--- config.mk ---
export PLATFORM = sky130hd
export DESIGN_NAME = ste_cell
export DESIGN_NICKNAME = d
export VERILOG_FILES = /design/src/hdl/ste_pkg.sv /design/src/hdl/ste_cell.sv
export SDC_FILE = /design/constraint.sdc
export NUM_CORES = 1
export LEC_CHECK = 0
export BUFFER_PORTS_ARGS = -buffer_cell sky130_fd_sc_hd__buf_4
export CAP_MARGIN = 20
export CORE_ASPECT_RATIO = 0.8
export CORE_UTILIZATION = 48
export CTS_CLUSTER_DIAMETER = 150
export DETAILED_ROUTE_END_ITERATION = 8
export HOLD_SLACK_MARGIN = 0.08
export PLACE_DENSITY = 0.84
export SLEW_MARGIN = 10
export SYNTH_ARGS = -nofsm -noshare
export SYNTH_HDL_FRONTEND = slang
export SYNTH_SLANG_ARGS = --single-unit
--- constraint.sdc ---
create_clock -name i_clk -period 5.1 [get_ports i_clk]
set_clock_uncertainty 0.1 [all_clocks]
set_input_delay 0.51 -clock i_clk [delete_from_list [all_inputs] [get_ports i_clk]]
set_output_delay 0.51 -clock i_clk [all_outputs]
set_load 0.02 [all_outputs]
--- src/hdl/ste_pkg.sv ---
// Shared types and codes for the sorted unique edge table.
// Holds the item and result structs, the action codes and the cell control struct.
// No dependencies.
package ste_pkg;

    localparam int EDGE_W  = 16;
    localparam int POS_W   = 7;
    localparam int COUNT_W = 8;

    typedef enum logic [1:0] {
        ACT_INSERT = 2'd0,
        ACT_LOOKUP = 2'd1,
        ACT_CLEAR  = 2'd2,
        ACT_NONE   = 2'd3
    } t_action;

    typedef struct packed {
        logic [1:0]               action;
        logic signed [EDGE_W-1:0] edge_value;
    } t_item;

    typedef struct packed {
        logic               found;
        logic [POS_W-1:0]   position;
        logic [COUNT_W-1:0] entry_count;
        logic               overflow;
    } t_result;

    // Control broadcast to every cell of the chain.
    typedef struct packed {
        logic eval;      // capture compare flags against the held item
        logic shift_en;  // commit an insert: write or take the neighbor's entry
    } t_cell_ctl;

endpackage

--- src/hdl/ste_cell.sv ---
// One cell of the edge chain: holds one entry and its compare flags.
// Depends on ste_pkg.
module ste_cell #(
    parameter int INDEX   = 0,
    parameter int COUNT_W = 8
) (
    input  logic                             i_clk,
    input  ste_pkg::t_cell_ctl               i_ctl,
    input  logic signed [ste_pkg::EDGE_W-1:0] i_value,
    input  logic [COUNT_W-1:0]               i_count,
    input  logic                             i_prev_lt,
    input  logic signed [ste_pkg::EDGE_W-1:0] i_prev_entry,
    output logic                             o_lt,
    output logic                             o_match,
    output logic                             o_ins,
    output logic signed [ste_pkg::EDGE_W-1:0] o_entry
);
    import ste_pkg::*;

    logic signed [EDGE_W-1:0] r_entry;
    logic                     r_lt;
    logic                     r_match;
    logic                     w_valid;

    assign w_valid = (COUNT_W'(INDEX) < i_count);

    always_ff @(posedge i_clk) begin
        if (i_ctl.eval) begin
            r_lt    <= w_valid && (r_entry < i_value);
            r_match <= w_valid && (r_entry == i_value);
        end
        if (i_ctl.shift_en) begin
            if (o_ins) begin
                r_entry <= i_value;
            end else if (!i_prev_lt) begin
                r_entry <= i_prev_entry;
            end
        end
    end

    // This cell is the sorted place of the value: all below are smaller, it is not.
    assign o_ins   = i_prev_lt && !r_lt;
    assign o_lt    = r_lt;
    assign o_match = r_match;
    assign o_entry = r_entry;

endmodule

After elaboration in Yosys (flattened, before gate mapping)

Index checks and enable logic that the tools add are counted.
W data, S select, Z words.

Add/sub/neg operators: 0
Multiply operators: 0
Divide/modulo/power cells: 0
Magnitude comparators: 2
Equality and inequality tests: 2
Shifts and indexed selects: 0
Muxes and demuxes: 2
Bitwise gates (word level): 0
Reduce and logical (&&, ||, !) cells: 5

Operator list:

| cell                 | count |
|---|---|
| $mux W16             | 2 |
| $eq A16 B16 Y1       | 1 |
| $lt A16 B16 Y1       | 1 |
| $lt A1 B8 Y1 const A | 1 |
| $logic_and A1 B1 Y1  | 3 |
| $ne A2 B1 Y1 const B | 1 |
| $reduce_and A2 Y1    | 1 |
| $logic_not A1 Y1     | 1 |

Register bits after elaboration: 18
Bits in latches: 0
Memory bits (writable): 0
ROM bits: 0
Bits of input ports: 44
Output and inout bits: 19
Logic and storage cells: 14
Memories: 0

Longest topological paths before layout

Depth in word-level cells: 4
Mapped depth: 7
Gate-level depth less buffers: 7

Worst setup path after synthesis

Ideal clock, no wire load.

Path kind: reg-to-reg
From: reg r_lt, in the netlist o_lt
To: reg r_entry[0], in the netlist o_entry[0], enable pin
Library setup time: 0.414 ns
Data arrival time: 1.770 ns
Required time: 4.586 ns
Slack: 2.816 ns
Cell stages (with the launch flop): 2
Buffers on the path: 0
Clock period less this slack: 2.284 ns
Cell sequence: edfxtp_1 a21boi_0

Cells in the longest elaborated chain, start to end: 4

RTL lines:

| item                               | line           | source |
|---|---|---|
| start: declaration                 | ste_cell.sv:21 | `logic r_lt;` |
| start signal: assignment           | ste_cell.sv:29 | `r_lt <= w_valid && (r_entry < i_value);` |
| $logic_not A1 Y1                   | ste_cell.sv:42 | `assign o_ins = i_prev_lt && !r_lt;` |
| $logic_and A1 B1 Y1                | ste_cell.sv:42 |  |
| $ne A2 B1 Y1 (no source line)      | n/a            |  |
| $reduce_and A2 Y1 (no source line) | n/a            |  |
| end signal: assignment             | ste_cell.sv:34 | `r_entry <= i_value;` |
| end signal: assignment             | ste_cell.sv:36 | `r_entry <= i_prev_entry;` |
| end: declaration                   | ste_cell.sv:20 | `logic signed [EDGE_W-1:0] r_entry;` |

Every way passes these cells.
A chain may end at the register's enable or synchronous reset.

Final worst setup path

From: reg r_lt, in the netlist o_lt
To: out o_ins

Cells in the longest elaborated chain, start to end: 2

RTL lines:

| item                | line           | source |
|---|---|---|
| $logic_not A1 Y1    | ste_cell.sv:42 |  |
| $logic_and A1 B1 Y1 | ste_cell.sv:42 |  |
| end: declaration    | ste_cell.sv:15 | `output logic o_ins,` |

Every way passes these cells.

==> flow_metrics.py <==
metrics = {
    "synth": {
        "synth-seq-area-share_pct": 45.00,
        "synthCells": 101,
        "yosysTopAreaCell": "edfxtp_1",
        "ys_ff_latch": 18,
        "yosysWarningCount": 0,
        "ys.flop_type": "edfxtp_1",
        "synth-async-reset-ratio_pct": 0,
        "syn-num-nets": 161,
        "synth_edf_count": 18,
        "synthDistinctLibCells": 25,
        "synth_area_leaders": "edfxtp_1 (45%), ha_1 (17%), mux2_2 (14%)",
        "synth_top_area_share_pct": 45.00,
        "netlist_area_um2": 1201,
        "syn_area_per_cell_um2": 11.89,
    },
    "sta": {
        "max_freq_ghz": 0.4516,
        "whs_ns": 0.3079,
        "maxSlewViolCount": 0,
        "slew_headroom_pct": 49.54,
        "setup_viol": 0,
        "hold_violations": 0,
        "rsz0062_at_grt": "false",
        "fin_crit_sh_pct": 43.42,
        "tns_ns": 0,
        "finalCriticalPeriod_ns": 2.215,
        "worst_slew_pin_slew_ns": 0.7554,
    },
    "critical_path": {
        "path_buf_inv": 1,
        "critPathTopFamily": "simple AND/OR/NAND/NOR gates",
        "r2r_slack_ns": 2.89,
        "worstPathArrival_ns": 1.60,
        "crit_type": "flip-flop to output port",
        "crit_slowest_cell": "nor2b_1",
        "cp_cell_sequence": "nor2b_1, buf_4",
        "end_kind": "output port",
        "critPathMaxFanout": 9,
        "cp-start-kind": "flip-flop",
        "cp_slowest_stage_delay_ns": 0.61,
        "crit_required_ns": 4.49,
    },
    "route": {
        "vias": 961,
        "first_iter_violations": 12,
        "drc": 1,
        "vias_per_cell": 5.005,
        "wl_met2_um": 1292,
        "wl_met3_um": 185,
        "wl_met1_um": 981,
        "wl_per_cell_um": 12.97,
        "antenna_left": 0,
        "first_pass_iters": 6,
        "highest_layer": "met4",
        "totalWireLength_um": 2490,
    },
    "cts": {
        "cts_hold_buf": 0,
        "clk_pin_slew_worst_paths_ns": 0.11,
        "cts_buffers": 3,
        "postCtsSetupRepairBufs": 0,
        "clk_latency_ns": 0.30,
        "cts_root_buf": "clkbuf_4",
        "clockBufferDepth": 2,
        "cts_tree": "done",
        "h-tree-depth": 1,
        "post_cts_resized": 0,
        "cts.sinks": 18,
    },
    "die": {
        "initial_core_util_pct": 53.33,
        "die_w_um": 57.93,
        "die_y_um": 46.74,
        "io_pins": 63,
        "fp-row-count": 15,
        "dieArea_um2": 2708,
        "coreArea_um2": 2252,
    },
    "finish": {
        "final_util_pct": 76.83,
        "nets": 228,
        "seqCellArea_um2": 540.5,
        "layout-drive-gt1-share_pct": 52.10,
        "multi_input_area_um2": 588.1,
        "layout_commonest_cell": "buf_4",
        "n_antenna_cell": 0,
        "fillers": 155,
        "mostFrequentLayoutCells": "buf_4 (64), edfxtp_1 (18), inv_1 (17)",
        "area_growth_pct": 44.06,
    },
    "pwr": {
        "powerDensity_nw_per_um2": 223.5,
        "p_seq_share_pct": 48.0,
        "pwr-share-comb_pct": 32.4,
        "net-switching-power_uw": 111.5,
        "p_leak_nw": 0.8245,
        "ir_drop_v": 0.0001779,
        "internal-power_uw": 275.2,
        "clockPowerShare_pct": 19.5,
        "power.switching_fraction_pct": 28.84,
    },
    "placed_design": {
        "io_buffers": 62,
        "hpwl_um": 2087,
        "place_congestion": 0.7451,
    },
    "global_route": {
        "grt_max_degree": 17,
        "gr-usage-all-layers_pct": 19.77,
        "grt_pass1_wl_um": 3884,
        "first_global_vias": 942,
        "gr-total-overflow": 0,
        "antenna_found_initial": 0,
    },
    "min_path": {
        "hold_class": "input port to flip-flop",
    },
    "job": {
        "drv_cap": 0,
    },
    "run_status": {
        "outcome": "complete, but fails checks",
        "violations": "DRC",
    },
}
-- metal layers --
metal | track usage [%] | vias up
met5 | 0 | -
met4 | 6.190 | 0
met3 | 7.438 | 5
met2 | 36.55 | 30
met1 | 21.72 | 423
li1 | - | 503
-- worst register-to-register path, stage by stage, from the launching register on --
cell and delay (ns):
edfxtp_1 0.43, ha_1 0.33, nand4_1 0.12, or4_4 0.55, a21o_1 0.19, a31oi_2 0.19
nor3b_2 0.06
-- Yosys cell counts (2+ instances only) --
cell      count
a21oi_1       7
edfxtp_1     18
ha_1         16
inv_1        17
mux2_2       15
nand2_1       3
nand4_1       3
nor2_1        2
nor2b_1       2
o21ai_0       2
or4_1         2
-- cell type report --
class / count / area share [%]
flip-flops and latches: 18 / 31.24
repair buffers: 64 / 27.77
well taps: 25 / 1.808
inverters: 17 / 3.688
multi-input cells: 64 / 33.98
clock inverters: 1 / 0.2169
clock buffers: 3 / 1.302
-- stage by stage --
step / instance area (um^2) / setup slack (ns) / cells / total power, mW
after CTS: 1730 / 2.853 / 192 / 0.3911
after global routing: 1730 / 2.784 / 192 / 0.4080
after global placement: 1704 / 2.740 / 188 / 0.3118
after floorplan: 1201 / 2.816 / 101 / 0.2578
after detailed placement: 1704 / 2.695 / 188 / 0.3155
final: 1730 / 2.885 / 192 / 0.3867
-- worst paths after layout --
path,startpoint,end,depth (start not counted)
max,o_lt,o_ins,2
min,i_ctl[1],o_lt,1
max reg2reg,o_entry[11],o_lt,6
min reg2reg,o_lt,o_entry[14],2
-- registers in the layout (all words and copies together), names as in the netlist --
signal,cells
o_entry,16
o_lt,1
o_match,1
-- logic make-up after synthesis --
| family | after synthesis | share of synthesized area (%) |
|---|---|---|
| buffers and inverters | 19 | 6.041 |
| AND/OR/NAND/NOR | 18 | 9.999 |
| flip-flops | 18 | 45.00 |
| AO/OA/AOI/OAI | 14 | 7.292 |
| adder cells (fa/ha/maj) | 16 | 16.67 |
| multiplexers | 16 | 15.00 |
-- power groups by stage --
stage               registers, mW  logic [mW]  clock network, mW
floorplan                   0.204      0.0537                  0
global placement            0.189       0.123                  0
detailed placement          0.189       0.126                  0
CTS                         0.186       0.127             0.0782
global route                0.188       0.137             0.0831
finish                      0.186       0.125             0.0755
Note: power is estimated with default switching activity, not from simulation.
